<file path="src/rtl/bssc_pkg.sv">
package bssc_pkg;

    // Default widths
    localparam int SAMPLE_BITS_DEF = 12;
    localparam int DUTY_BITS_DEF   = 9;

    // Fixed field widths
    localparam int HALL_W    = 3;
    localparam int STEP_W    = 3;
    localparam int CFG_IDX_W = 3;

    // Register reset values
    localparam int PEDAL_IDLE_RST     = 1250;
    localparam int PEDAL_MAX_RST      = 3363;
    localparam int DUTY_LIMIT_RST     = 408;
    localparam int DUTY_THRESHOLD_RST = 5;
    localparam int ARM_THRESHOLD_RST  = 30;

    typedef enum logic [CFG_IDX_W-1:0] {
        CFG_PEDAL_IDLE     = 3'd0,
        CFG_PEDAL_MAX      = 3'd1,
        CFG_DUTY_LIMIT     = 3'd2,
        CFG_DUTY_THRESHOLD = 3'd3,
        CFG_ARM_THRESHOLD  = 3'd4
    } t_cfg_idx;

    typedef enum logic [1:0] {
        PH_A,
        PH_B,
        PH_C
    } t_phase;

    // Datapath operations selected by the control word
    typedef enum logic [2:0] {
        OP_NOP,
        OP_LOAD,
        OP_DIFF,
        OP_MUL,
        OP_DIV,
        OP_CLAMP,
        OP_EMIT
    } t_op;

    // Handshake a step waits on before it fires
    typedef enum logic [1:0] {
        W_NONE,
        W_IN,
        W_OUT
    } t_wait;

    localparam int USTEP_W = 3;
    typedef logic [USTEP_W-1:0] t_ustep;

    localparam t_ustep US_FETCH = 3'd0;
    localparam t_ustep US_DIFF  = 3'd1;
    localparam t_ustep US_MUL   = 3'd2;
    localparam t_ustep US_DIV   = 3'd3;
    localparam t_ustep US_CLAMP = 3'd4;
    localparam t_ustep US_EMIT  = 3'd5;

    typedef struct packed {
        t_op    op;
        t_wait  wt;
        logic   loop;   // repeat this step while the loop count is nonzero
        t_ustep nxt;
    } t_uword;

    // Control store
    function automatic t_uword ucode(input t_ustep s);
        t_uword w;
        case (s)
            US_FETCH: w = '{op: OP_LOAD,  wt: W_IN,   loop: 1'b0, nxt: US_DIFF};
            US_DIFF:  w = '{op: OP_DIFF,  wt: W_NONE, loop: 1'b0, nxt: US_MUL};
            US_MUL:   w = '{op: OP_MUL,   wt: W_NONE, loop: 1'b0, nxt: US_DIV};
            US_DIV:   w = '{op: OP_DIV,   wt: W_NONE, loop: 1'b1, nxt: US_CLAMP};
            US_CLAMP: w = '{op: OP_CLAMP, wt: W_NONE, loop: 1'b0, nxt: US_EMIT};
            US_EMIT:  w = '{op: OP_EMIT,  wt: W_OUT,  loop: 1'b0, nxt: US_FETCH};
            default:  w = '{op: OP_NOP,   wt: W_NONE, loop: 1'b0, nxt: US_FETCH};
        endcase
        return w;
    endfunction

    // Hall code to commutation step, 0 for an invalid code
    function automatic logic [STEP_W-1:0] hall_step(input logic [HALL_W-1:0] hall);
        logic [STEP_W-1:0] s;
        case (hall)
            3'd5:    s = 3'd1;
            3'd1:    s = 3'd2;
            3'd3:    s = 3'd3;
            3'd2:    s = 3'd4;
            3'd6:    s = 3'd5;
            3'd4:    s = 3'd6;
            default: s = 3'd0;
        endcase
        return s;
    endfunction

    function automatic t_phase pwm_phase(input logic [STEP_W-1:0] s);
        t_phase p;
        case (s)
            3'd1:    p = PH_B;
            3'd2:    p = PH_C;
            3'd3:    p = PH_C;
            3'd4:    p = PH_A;
            3'd5:    p = PH_A;
            3'd6:    p = PH_B;
            default: p = PH_A;
        endcase
        return p;
    endfunction

    function automatic t_phase low_phase(input logic [STEP_W-1:0] s);
        t_phase p;
        case (s)
            3'd1:    p = PH_A;
            3'd2:    p = PH_A;
            3'd3:    p = PH_B;
            3'd4:    p = PH_B;
            3'd5:    p = PH_C;
            3'd6:    p = PH_C;
            default: p = PH_A;
        endcase
        return p;
    endfunction

endpackage

</file>
<file path="src/rtl/bldc_six_step_commutator_unit.sv">
// Channel  | Dir | Handshake          | Payload
// ---------+-----+--------------------+-------------------------------------------------
// s_       | in  | s_tvalid/s_tready  | s_tdata: hall_code, pedal_sample
// m_       | out | m_tvalid/m_tready  | m_tdata: phase A/B/C on+duty, step, duty, armed
// i_cfg_   | in  | i_cfg_we           | i_cfg_idx, i_cfg_data (write only)
//
// An item occupies the sequencer through its steps in order:
// load, difference, multiply, DUTY_BITS divide steps, clamp, emit. The result
// register loads on the emit step, and the next input transfer can follow once
// the emit step has fired. A stalled m_tready holds the emit step.
// Reset (i_rst_n low, synchronous) clears the sequencer, the output valid and
// the interlock, and loads the register reset values.
module bldc_six_step_commutator_unit #(
    parameter int SAMPLE_BITS = bssc_pkg::SAMPLE_BITS_DEF,
    parameter int DUTY_BITS   = bssc_pkg::DUTY_BITS_DEF,
    localparam int IN_W  = ((bssc_pkg::HALL_W + SAMPLE_BITS + 7) / 8) * 8,
    localparam int OUT_W = ((4 * DUTY_BITS + 7 + 7) / 8) * 8,
    localparam int CFG_W = (SAMPLE_BITS > DUTY_BITS) ? SAMPLE_BITS : DUTY_BITS
) (
    input  logic                           i_clk,
    input  logic                           i_rst_n,
    // hall_code, pedal_sample
    input  logic [IN_W-1:0]                s_tdata,
    input  logic                           s_tvalid,
    output logic                           s_tready,
    // phase_a_on, phase_a_duty, phase_b_on, phase_b_duty, phase_c_on,
    // phase_c_duty, step_number, mapped_duty, armed
    output logic [OUT_W-1:0]               m_tdata,
    output logic                           m_tvalid,
    input  logic                           m_tready,
    input  logic                           i_cfg_we,
    input  logic [bssc_pkg::CFG_IDX_W-1:0] i_cfg_idx,
    input  logic [CFG_W-1:0]               i_cfg_data
);

    localparam int SB    = SAMPLE_BITS;
    localparam int DB    = DUTY_BITS;
    localparam int CNT_W = $clog2(DB);
    localparam int HW    = bssc_pkg::HALL_W;
    localparam int SW    = bssc_pkg::STEP_W;

    // Configuration registers
    logic [SB-1:0] r_pedal_idle;
    logic [SB-1:0] r_pedal_max;
    logic [DB-1:0] r_duty_limit;
    logic [DB-1:0] r_duty_thr;
    logic [DB-1:0] r_arm_thr;

    // Sequencer
    bssc_pkg::t_ustep r_step;
    bssc_pkg::t_ustep n_step;
    bssc_pkg::t_uword uw;
    logic             fire;
    logic             out_free;
    logic [CNT_W-1:0] r_cnt;

    // Datapath
    logic [SB-1:0]    r_sample;
    logic [SW-1:0]    r_step_no;
    logic [SB-1:0]    r_a;
    logic [SB-1:0]    r_d;
    logic             r_zero;
    logic             r_sat;
    logic [SB-1:0]    r_rem;
    logic [DB-1:0]    r_num;
    logic [DB-1:0]    r_q;
    logic [DB-1:0]    r_duty;
    logic             r_armed;

    logic [SB:0]      diff;
    logic [SB:0]      den;
    logic [SB-1:0]    diff_abs;
    logic [SB-1:0]    den_abs;
    logic [SB+DB-1:0] prod;
    logic [SB:0]      trial;
    logic             trial_ge;
    logic [SB:0]      trial_sub;

    // Emit-step signals
    logic              n_armed;
    logic              drive;
    bssc_pkg::t_phase  ph_pwm;
    bssc_pkg::t_phase  ph_low;
    logic              a_on;
    logic              b_on;
    logic              c_on;
    logic [DB-1:0]     a_duty;
    logic [DB-1:0]     b_duty;
    logic [DB-1:0]     c_duty;

    // Output register
    logic [OUT_W-1:0] r_out_data;
    logic             r_out_valid;

    // ---------------- sequencer ----------------
    assign uw       = bssc_pkg::ucode(r_step);
    assign out_free = !r_out_valid || m_tready;
    assign s_tready = (uw.wt == bssc_pkg::W_IN);

    always_comb begin
        case (uw.wt)
            bssc_pkg::W_IN:  fire = s_tvalid;
            bssc_pkg::W_OUT: fire = out_free;
            default:         fire = 1'b1;
        endcase
        if (!fire) begin
            n_step = r_step;           // hold until the handshake allows
        end else if (uw.loop && (r_cnt != '0)) begin
            n_step = r_step;           // stay in the loop
        end else begin
            n_step = uw.nxt;
        end
    end

    // ---------------- datapath terms ----------------
    // Signed differences as (SB+1)-bit two's complement
    assign diff     = {1'b0, r_sample} - {1'b0, r_pedal_idle};
    assign den      = {1'b0, r_pedal_max} - {1'b0, r_pedal_idle};
    assign diff_abs = diff[SB] ? SB'(-diff) : diff[SB-1:0];
    assign den_abs  = den[SB] ? SB'(-den) : den[SB-1:0];

    assign prod     = (SB+DB)'(r_a) * (SB+DB)'(r_duty_limit);

    // One restoring divide step: bring down the next numerator bit
    assign trial     = {r_rem, r_num[DB-1]};
    assign trial_ge  = trial >= {1'b0, r_d};
    assign trial_sub = trial - {1'b0, r_d};

    // Interlock and six-step drive
    assign n_armed = r_armed || (r_duty <= r_arm_thr);
    assign drive   = n_armed && (r_duty >= r_duty_thr) && (r_step_no != '0);
    assign ph_pwm  = bssc_pkg::pwm_phase(r_step_no);
    assign ph_low  = bssc_pkg::low_phase(r_step_no);

    assign a_on   = drive && (ph_pwm == bssc_pkg::PH_A || ph_low == bssc_pkg::PH_A);
    assign b_on   = drive && (ph_pwm == bssc_pkg::PH_B || ph_low == bssc_pkg::PH_B);
    assign c_on   = drive && (ph_pwm == bssc_pkg::PH_C || ph_low == bssc_pkg::PH_C);
    assign a_duty = (drive && ph_pwm == bssc_pkg::PH_A) ? r_duty : '0;
    assign b_duty = (drive && ph_pwm == bssc_pkg::PH_B) ? r_duty : '0;
    assign c_duty = (drive && ph_pwm == bssc_pkg::PH_C) ? r_duty : '0;

    // ---------------- control registers ----------------
    always_ff @(posedge i_clk) begin
        if (!i_rst_n) begin
            r_step       <= bssc_pkg::US_FETCH;
            r_armed      <= 1'b0;
            r_out_valid  <= 1'b0;
            r_pedal_idle <= SB'(bssc_pkg::PEDAL_IDLE_RST);
            r_pedal_max  <= SB'(bssc_pkg::PEDAL_MAX_RST);
            r_duty_limit <= DB'(bssc_pkg::DUTY_LIMIT_RST);
            r_duty_thr   <= DB'(bssc_pkg::DUTY_THRESHOLD_RST);
            r_arm_thr    <= DB'(bssc_pkg::ARM_THRESHOLD_RST);
        end else begin
            r_step <= n_step;

            // Output register: load on emit, drop after the transfer
            if (fire && uw.op == bssc_pkg::OP_EMIT) begin
                r_out_valid <= 1'b1;
                r_armed     <= n_armed;
            end else if (m_tready) begin
                r_out_valid <= 1'b0;
            end

            if (i_cfg_we) begin
                case (bssc_pkg::t_cfg_idx'(i_cfg_idx))
                    bssc_pkg::CFG_PEDAL_IDLE:     r_pedal_idle <= i_cfg_data[SB-1:0];
                    bssc_pkg::CFG_PEDAL_MAX:      r_pedal_max  <= i_cfg_data[SB-1:0];
                    bssc_pkg::CFG_DUTY_LIMIT:     r_duty_limit <= i_cfg_data[DB-1:0];
                    bssc_pkg::CFG_DUTY_THRESHOLD: r_duty_thr   <= i_cfg_data[DB-1:0];
                    bssc_pkg::CFG_ARM_THRESHOLD:  r_arm_thr    <= i_cfg_data[DB-1:0];
                    default: ;
                endcase
            end
        end
    end

    // ---------------- payload registers ----------------
    always_ff @(posedge i_clk) begin
        if (fire) begin
            case (uw.op)
                bssc_pkg::OP_LOAD: begin
                    r_sample  <= s_tdata[HW+SB-1:HW];
                    r_step_no <= bssc_pkg::hall_step(s_tdata[HW-1:0]);
                end
                bssc_pkg::OP_DIFF: begin
                    r_a    <= diff_abs;
                    r_d    <= den_abs;
                    // Empty range, zero numerator or a negative quotient all give 0
                    r_zero <= (den == '0) || (diff == '0) || (diff[SB] != den[SB]);
                end
                bssc_pkg::OP_MUL: begin
                    // |diff| >= |den| means the quotient reaches the limit
                    r_sat <= r_a >= r_d;
                    r_rem <= prod[SB+DB-1:DB];
                    r_num <= prod[DB-1:0];
                    r_cnt <= CNT_W'(DB - 1);
                end
                bssc_pkg::OP_DIV: begin
                    r_rem <= trial_ge ? trial_sub[SB-1:0] : trial[SB-1:0];
                    r_num <= {r_num[DB-2:0], 1'b0};
                    r_q   <= {r_q[DB-2:0], trial_ge};
                    if (r_cnt != '0) begin
                        r_cnt <= r_cnt - CNT_W'(1);
                    end
                end
                bssc_pkg::OP_CLAMP: begin
                    if (r_zero) begin
                        r_duty <= '0;
                    end else if (r_sat) begin
                        r_duty <= r_duty_limit;
                    end else begin
                        r_duty <= r_q;
                    end
                end
                bssc_pkg::OP_EMIT: begin
                    r_out_data <= OUT_W'({n_armed, r_duty, r_step_no,
                                          c_duty, c_on, b_duty, b_on, a_duty, a_on});
                end
                default: ;
            endcase
        end
    end

    assign m_tdata  = r_out_data;
    assign m_tvalid = r_out_valid;

endmodule

</file>
<file path="config.mk">
export PLATFORM = sky130hd
export DESIGN_NAME = bldc_six_step_commutator_unit
export DESIGN_NICKNAME = d
export VERILOG_FILES = /design/src/rtl/bssc_pkg.sv /design/src/rtl/bldc_six_step_commutator_unit.sv
export SDC_FILE = /design/constraint.sdc
export NUM_CORES = 1
export LEC_CHECK = 0
export ABC_CLOCK_PERIOD_IN_PS = 6200
export BUFFER_PORTS_ARGS = -buffer_cell sky130_fd_sc_hd__buf_2
export CAP_MARGIN = 20
export CORE_ASPECT_RATIO = 1.5
export CORE_MARGIN = 10
export CORE_UTILIZATION = 58
export CTS_BUF_LIST = sky130_fd_sc_hd__clkbuf_4
export DETAILED_ROUTE_END_ITERATION = 16
export PLACE_DENSITY = 0.89
export SLEW_MARGIN = 10
export SYNTH_ARGS = -nofsm -noshare
export SYNTH_HDL_FRONTEND = slang
export SYNTH_SLANG_ARGS = --single-unit
</file>
<file path="constraint.sdc">
create_clock -name i_clk -period 6.2 [get_ports i_clk]
set_clock_uncertainty 0.15 [all_clocks]
set_input_delay 1.24 -clock i_clk [delete_from_list [all_inputs] [get_ports i_clk]]
set_output_delay 1.24 -clock i_clk [all_outputs]
set_load 0.02 [all_outputs]
</file>
# Yosys cells after proc, flatten, opt, wreduce, memory -nomap -nowiden

Cells that the tools add are included.

Register bits: 183
Input port bits: 36
Output and inout port bits: 50
Word-level logic and storage cells: 131

Add/sub/neg operators: 6
Multipliers: 1
Magnitude comparators: 4
Equality and inequality tests: 35
Multiplexer cells: 15
Bitwise logic cells: 1
Reductions and logical operators: 46

Operators by type and width:

| kind                 | number |
|---|---|
| $pmux W9 S6          | 1 |
| $eq A3 B3 Y1 const B | 12 |
| $mux W12             | 3 |
| $eq A3 B2 Y1 const B | 10 |
| $logic_not A13 Y1    | 2 |
| $reduce_and A2 Y1    | 13 |
| $sub A12 B12 Y13     | 2 |
| $neg A12 Y12         | 2 |
| $pmux W12 S2         | 1 |
| $mul A12 B9 Y21      | 1 |
| $pmux W3 S6          | 1 |
| $pmux W9 S2          | 1 |
| $eq A3 B1 Y1 const B | 5 |
| $ge A13 B12 Y1       | 1 |
| $ge A12 B12 Y1       | 1 |
| $sub A12 B12 Y12     | 1 |
| $logic_and A1 B1 Y1  | 10 |
| $ge A9 B9 Y1         | 1 |
| $le A9 B9 Y1         | 1 |
| $mux W9              | 1 |
| $pmux W2 S2          | 2 |
| $pmux W4 S2          | 1 |
| $reduce_or A2 Y1     | 4 |
| $logic_or A1 B1 Y1   | 7 |
| 16 further kinds     | 24 |

# Logic depth before layout (Yosys ltp)

Gate-level depths: netlist of run 1.

Word-level depth: 6
Depth in mapped cells: 19
Gate-level depth less buffers: 18

# Worst setup path before layout of run 1

No wires, ideal clock.

Path type: register to register
Start: register r_duty_limit[2]
End: register r_rem[11], data pin
Library setup time: 0.259 ns
Arrival: 4.686 ns
Required time: 5.791 ns
Path slack: 1.105 ns
Cell stages (with the launch flop): 19
Buffers on the path: 1
Clock period less this slack: 5.095 ns
Cells stage by stage: dfxtp_1 -> clkbuf_1 -> nand2_1 -> fa_1 -> inv_1 -> fa_1 -> ha_1 -> inv_1 -> fa_1 -> inv_1 -> fa_1 -> a21o_1 -> a21oi_1 -> o21a_1 -> nor2_1 -> a221o_1 -> a211oi_1 -> xnor2_1 -> a211o_1

Word-level cells in the longest chain between the ends: 2

Ends and longest elaborated chain:

| what                   | line                                 | text |
|---|---|---|
| start, declared        | bldc_six_step_commutator_unit.sv:45  | `logic [DB-1:0] r_duty_limit;` |
| start signal, assigned | bldc_six_step_commutator_unit.sv:150 | `r_duty_limit <= DB'(bssc_pkg::DUTY_LIMIT_RST);` |
| start signal, assigned | bldc_six_step_commutator_unit.sv:168 | `bssc_pkg::CFG_DUTY_LIMIT: r_duty_limit <= i_cfg_data[DB-1:0];` |
| $mul A12 B9 Y21        | bldc_six_step_commutator_unit.sv:122 | `assign prod = (SB+DB)'(r_a) * (SB+DB)'(r_duty_limit);` |
| $pmux W12 S2           | bldc_six_step_commutator_unit.sv:180 | `case (uw.op)` |
| end signal, assigned   | bldc_six_step_commutator_unit.sv:194 | `r_rem <= prod[SB+DB-1:DB];` |
| end signal, assigned   | bldc_six_step_commutator_unit.sv:199 | `r_rem <= trial_ge ? trial_sub[SB-1:0] : trial[SB-1:0];` |
| end, declared          | bldc_six_step_commutator_unit.sv:64  | `logic [SB-1:0] r_rem;` |

No other way between the ends.
A chain may end at the register's enable or synchronous reset.

# Worst setup path in the final report of run 1

Start: register r_duty_limit[2]
End: register r_rem[10], data pin

The elaborated chain is that of the path after synthesis.

==> results.json, run 1 <==
{
  "cpPeakStageDelay_ns": 0.70,
  "antenna_found_initial": 1,
  "drtIter0Drc": 768,
  "irDropWorstVdd_v": 0.0002250,
  "critical_path.max_fanout": 14,
  "yosysWarningCount": 0,
  "fin_nets": 1629,
  "p_sw_share_pct": 40.19,
  "grt_max_degree": 57,
  "drc": 0,
  "power.share.sequential_pct": 33.8,
  "area.growth.synth_to_final_pct": 7.341,
  "coreArea_um2": 22300,
  "syn_area_um2": 13070,
  "floorplan.io_pins": 86,
  "synthDominantCellAreaShare_pct": 29.17,
  "hpwl_mm": 22.85,
  "synth_cell_type_count": 67,
  "cell_internal_pwr_mw": 2.806,
  "fp-row-count": 67,
  "max_slew_violation_total_from_the_final_report": 0,
  "normalized_max_slew_margin_pct": 34.53,
  "die_h_um": 203.9,
  "globalRoute.busiestLayer": "met2",
  "cts_tree": "done",
  "port_buffers": 79,
  "globalplace.congestion": 0.9051,
  "globalRoute.totalOverflow": 0,
  "crit_chain": "nand2_1, fa_1, inv_1, fa_1, ha_1, inv_1, fa_1, inv_1, ha_1, a21o_1, a21oi_1, o21bai_1, a2111o_1, a311oi_1, o21ai_0, mux2i_1, a21oi_1",
  "tightest_slew_ns": 0.9810,
  "drt-vias-per-instance": 5.760,
  "pwr_density_cell_nw_per_um2": 334.3,
  "end_kind": "flip-flop",
  "yosys-top-cells-count": "nand2_1, inv_1, edfxtp_1",
  "crit_path_start_kind": "flip-flop",
  "groute.usage.overall_pct": 20.43,
  "post_synth_main_area_contributors": "edfxtp_1, fa_1, ha_1",
  "cp.buffers_inverters": 3,
  "synth_async_sr_flop_share_pct": 0,
  "switching_component_of_the_power_mw": 1.885,
  "detail_route.wl_per_cell_um": 17.43,
  "floorplan.die.width_um": 142.6,
  "post-cts-setup-buffers": 0,
  "clock_sink_count": 183,
  "finalSetupTns_ns": 0,
  "grt_setup_unrepaired": "false",
  "grt_use_met1_pct": 21.13,
  "result_of_the_run": "finished clean",
  "ys_seq_area_share_pct": 37.75,
  "first_global_vias": 9936,
  "ys.flop_type": "edfxtp_1",
  "timing.critical_path.arrival_ns": 5.77,
  "cts_made_buffers": 17,
  "drt_first_pass_iters": 5,
  "min_path_type": "reg -> reg",
  "final_core_utilization_pct": 62.93,
  "layout-drive-gt1-share_pct": 9.634,
  "postRouteAntennaNets": 0,
  "grt_first_pass_wirelength_mm": 47.55,
  "cap_viol_max_count": 0,
  "grtUsageMet2_pct": 37.44,
  "root_buffer": "clkbuf_4",
  "cells_after_synth": 1346,
  "netlist.top_cell.by_area": "edfxtp_1",
  "mean_area_per_synthesized_cell_um2": 9.713,
  "grt_use_met3_pct": 3.302,
  "clk_transition_reported_paths_ns": 0.16,
  "clockPowerShare_pct": 14.8,
  "synth_enable_flop_cells": 127,
  "p_comb_share_pct": 51.5,
  "dieArea_um2": 29070,
  "post_cts.resized_instances": 0,
  "synth-seq-cells": 183,
  "post-synth-top-count-cell": "nand2_1",
  "clk-insertion-delay-late_ns": 0.59,
  "total_leakage_power_nw": 6.085,
  "timing.critical_path.slowest_stage_cell": "dfxtp_1",
  "timing.fmax_mhz": 180.3,
  "start_util_pct": 58.63,
  "cts.path.max_buffers": 2,
  "via_count": 9787,
  "crit_family": "adder cells",
  "finalSetupViolCount": 0,
  "worst-setup-path-type": "reg -> reg",
  "final_hold_viol_count": 0,
  "cp_data_required_time_ns": 6.42,
  "ctsHtreeMaxLevel": 4,
  "layout_worst_path_cycle_share_pct": 89.48,
  "timing.final.crit_period_ns": 5.548,
  "ctsHoldBuffers": 0,
  "post_detailed_routing_wire_length_mm": 29.62
}
## registers in the layout, indices dropped and copies added, names as in the netlist, 3 cells and up
| name | count |
|---|---|
| m_tdata | 43 |
| r_a | 12 |
| r_arm_thr | 9 |
| r_cnt | 4 |
| r_d | 12 |
| r_duty | 9 |
| r_duty_limit | 9 |
| r_duty_thr | 9 |
| r_num | 9 |
| r_pedal_idle | 12 |
| r_pedal_max | 12 |
| r_q | 9 |
| r_rem | 12 |
| r_sample | 12 |
| r_step | 3 |
| r_step_no | 3 |
## placed cells by master, fill, tap and decap left out, types with 22 or more instances in the layout
cell      Yosys  layout
a21boi_0     34      34
a21o_1       22      22
a21oi_1      38      38
and2_1       68      68
buf_2         1      80
dfxtp_1      56      56
edfxtp_1    127     127
fa_1         74      74
ha_1        110     110
inv_1       179     179
mux2i_1      23      23
nand2_1     187     187
nand3_1      29      29
nor2_1       68      68
nor3_1       39      39
o21ai_0      38      38
xnor2_1      51      51
## metrics by stage
| step | hold WS [ns] | cells | instance area [µm²] | worst slack [ns] | total power [mW] |
|---|---|---|---|---|---|
| 2_1_floorplan | 0.2744 | 1350 | 13090 | 1.105 | 3.495 |
| 3_3_place_gp | 0.2823 | 1662 | 13680 | 0.7549 | 3.850 |
| 3_5_place_dp | 0.2880 | 1662 | 13680 | 0.6285 | 3.972 |
| 4_1_cts | 0.3259 | 1694 | 13970 | 0.6289 | 4.678 |
| 5_1_grt | 0.3360 | 1699 | 14030 | 0.2135 | 5.076 |
| 6_report | 0.3182 | 1699 | 14030 | 0.6523 | 4.691 |
## worst reg2reg max path: cells and delay by family (launching register included)
kind	cells	cell delay, ns
AOI/OAI and AO/OA	7	1.83
adders and majority gates	5	2.10
buffers and inverters	3	0.18
DFF	1	0.70
muxes	1	0.20
and+or+nand+nor	1	0.16
## cell families (layout without fill, tap and decap cells)
group / after synthesis / after routing / synth area share (%)
multiplexers: 24 / 24 / 1.847
flip-flops: 183 / 183 / 37.75
buffers and inverters: 227 / 299 / 6.699
other: 1 / 6 / 0.02868
XOR/XNOR: 60 / 60 / 4.020
adder cells (fa/ha/maj): 184 / 184 / 21.86
AO/OA/AOI/OAI: 205 / 205 / 10.89
AND/OR/NAND/NOR: 462 / 462 / 16.91
## routing by layer
metal,vias up,share of wire (%)
met5,-,0
li1,4649,-
met3,89,4.4
met1,4717,37
met4,0,4.6
met2,332,54
## final timing paths
kind                                startpoint                   to  slack (ns)  cells after the start
hold / removal                r_q[5]$_DFFE_PP_     r_q[6]$_DFFE_PP_        0.32                      0
setup reg to reg  r_duty_limit[2]$_SDFFE_PN0P_  r_rem[10]$_DFFE_PP_        0.65                     17
setup / recovery  r_duty_limit[2]$_SDFFE_PN0P_  r_rem[10]$_DFFE_PP_        0.65                     17
hold reg to reg               r_q[5]$_DFFE_PP_     r_q[6]$_DFFE_PP_        0.32                      0
## power by group through the flow
stage                     clock [mW]  sequential (mW)  combinational [mW]
final                          0.693             1.58                2.41
after global routing           0.744             1.59                2.74
after CTS                      0.707             1.58                2.39
after detailed placement           0             1.61                2.36
after global placement             0             1.60                2.25
after floorplan                    0             1.56                1.94
## area by class of cell
type                            instances  area, µm²
Multi-Input combinational cell        940       7291
Antenna cell                            1      2.502
Clock buffer                           18      135.1
Timing Repair Buffer                   88      491.7
Inverter                              179      671.9
Clock inverter                         14      161.4
Sequential cell                       183       4935
Fill cell                            1669       8265
Tap cell                              276      345.3
No activity file was read; power rests on OpenSTA's default activity.
==> run 2: changes to the inputs <==
ABC_AREA = 1   (was not set)
GPL_ROUTABILITY_DRIVEN = 0   (was not set)
==> run 2 against run 1 <==
Net effect:
- critical path depth fell by 2
- cell area up 5.8%
- global-route usage grew 1.9 points
- first-iteration DRC count rose by 17%
- synthesized area grew 6.1%
==> results.json, run 2 <==
{
  "result_of_the_run": "finished clean",
  "drt-vias-per-instance": 5.515,
  "fp-row-count": 69,
  "final.fill_count": 1874,
  "synth_cell_type_count": 50,
  "post-cts-setup-buffers": 0,
  "fin_nets": 2014,
  "timing.fmax_mhz": 201.5,
  "synth_enable_flop_cells": 127,
  "largest_reg_flops": 43,
  "worst-setup-path-type": "reg -> reg",
  "floorplan.io_pins": 86,
  "cts_tree": "done",
  "fin_area_um2": 14840,
  "netlist.top_cell.by_area": "edfxtp_1",
  "via_count": 11730,
  "synthDominantCellAreaShare_pct": 27.49,
  "grt_setup_unrepaired": "false",
  "tightest_slew_ns": 0.8431,
  "timing.critical_path.slowest_stage_cell": "dfxtp_1",
  "crit_path_start_kind": "flip-flop",
  "clk_transition_reported_paths_ns": 0.18,
  "syn_area_um2": 13870,
  "layout_commonest_cell": "nand2_1",
  "port_buffers": 79,
  "cp.buffers_inverters": 3,
  "post_cts.resized_instances": 0,
  "worst_r2r_path_depth": 15,
  "floorplan.die.width_um": 146.3,
  "postRouteAntennaNets": 0,
  "yosys-top-cells-count": "nand2_1, inv_1, nor2_1",
  "normalized_max_slew_margin_pct": 43.59,
  "cap_viol_max_count": 0,
  "whs_path_depth": 2,
  "grt_first_pass_wirelength_mm": 56.04,
  "timing.final.crit_period_ns": 4.962,
  "antenna_found_initial": 1,
  "area.growth.synth_to_final_pct": 6.980,
  "end_kind": "flip-flop",
  "cp_data_required_time_ns": 6.43,
  "min_path_type": "reg -> reg",
  "crit_chain": "nand2_1, fa_1, fa_1, inv_1, fa_1, inv_1, fa_1, inv_1, ha_1, a21oi_1, nand2_1, nand2_1, nand2_1, o21ai_0, nand2_1",
  "placedInstanceArea_um2": 14520,
  "ctsHoldBuffers": 0,
  "number_of_cells_on_the_critical_path": 15,
  "crit_path_most_repeated_cell": "nand2_1",
  "grt_max_degree": 55,
  "drt_first_pass_iters": 5,
  "cts_made_buffers": 17,
  "timing.critical_path.arrival_ns": 5.20,
  "globalRoute.totalOverflow": 0,
  "post_synth_main_area_contributors": "edfxtp_1, nand2_1, fa_1",
  "dieArea_um2": 30630,
  "finalSetupViolCount": 0,
  "final_hold_viol_count": 0,
  "layout-drive-gt1-share_pct": 9.463,
  "critical_path.max_fanout": 14,
  "cells_after_synth": 1735,
  "ys_seq_area_share_pct": 35.57,
  "first_global_vias": 11972,
  "coreArea_um2": 23660,
  "cts.path.max_buffers": 2,
  "groute.usage.overall_pct": 22.30,
  "drc": 0,
  "die_h_um": 209.4,
  "ys.flop_type": "edfxtp_1",
  "synth_async_sr_flop_share_pct": 0,
  "ctsHtreeMaxLevel": 4,
  "root_buffer": "clkbuf_4",
  "synth-seq-cells": 183,
  "cpPeakStageDelay_ns": 0.80,
  "max_slew_violation_total_from_the_final_report": 0,
  "finalSetupTns_ns": 0,
  "post_detailed_routing_wire_length_mm": 33.79,
  "mostFrequentLayoutCells": "nand2_1, inv_1, nor2_1",
  "mean_area_per_synthesized_cell_um2": 7.996,
  "clock_sink_count": 183,
  "hpwl_mm": 26.55,
  "yosysWarningCount": 0,
  "start_util_pct": 58.65,
  "post-synth-top-count-cell": "nand2_1",
  "detail_route.wl_per_cell_um": 15.89,
  "crit_family": "adder cells",
  "layout_worst_path_cycle_share_pct": 80.03,
  "clk-insertion-delay-late_ns": 0.61,
  "drtIter0Drc": 896
}
run 2: changes by cell type after synthesis, sizes merged, moves of 33 or more:
cell and change:
nand3 +69, a21boi -33, inv +166, and2 -67
nand2 +276, xnor2 -37, a21oi +48, nor2 +73
run 2: per-layer routing:
layer	part of all wire (%)	GRT usage, %	routed length (µm)	vias to the layer above
met2	53	41.07	17950	478
met5	0	0	0	-
met4	5.6	13.36	1882	0
li1	-	-	-	5602
met3	5.8	3.725	1970	132
met1	35	23.16	11990	5518
run 2: tightest hold or removal path, delay by kind of cell, from the launching register on:
family / cells / cell delay [ns]
compound gates: 1 / 0.06
buf+inv: 1 / 0.06
flops: 1 / 0.33
run 2: layout make-up:
class                           instances  area, µm²  share of cell area, %
Clock inverter                         14      186.4                  1.256
Clock buffer                           18      135.1                 0.9105
Multi-Input combinational cell       1161       7428                  50.05
Tap cell                              319      399.1                  2.689
Timing Repair Buffer                   84      452.9                  3.052
Inverter                              347       1303                  8.776
Antenna cell                            1      2.502                0.01686
Sequential cell                       183       4935                  33.25
run 2: path summary, 6_finish.rpt:
path,start,to,slack [ns]
hold / removal,r_duty_thr[4]$_SDFFE_PN0P_,r_duty_thr[4]$_SDFFE_PN0P_,0.33
setup / recovery,r_duty_limit[4]$_SDFFE_PN1P_,r_rem[2]$_DFFE_PP_,1.24
hold reg to reg,r_duty_thr[4]$_SDFFE_PN0P_,r_duty_thr[4]$_SDFFE_PN0P_,0.33
setup reg to reg,r_duty_limit[4]$_SDFFE_PN1P_,r_rem[2]$_DFFE_PP_,1.24
run 2: cells by family after synthesis:
family	count (synthesis)	synth area share (%)
buf+inv	395	11.14
flops	183	35.57
fa+ha+maj	184	20.60
other cells	1	0.02703
simple gates	750	22.86
xor+xnor	30	1.894
compound gates	192	7.909
run 2: per-stage QoR:
step | hold slack (ns) | instances | setup WS, ns | util (%)
after detailed placement | 0.2895 | 2094 | 1.306 | 61.37
final | 0.3263 | 2127 | 1.238 | 62.74
after global placement | 0.2820 | 2093 | 1.371 | 61.26
after floorplan | 0.2764 | 1739 | 1.729 | -
after CTS | 0.3206 | 2126 | 1.309 | 62.73
after global routing | 0.3308 | 2127 | 1.032 | 62.74
Power of run 2 is left out: the tool's default activity adds up to more than one toggle a clock period on the data nets, which glitch-free logic cannot reach.
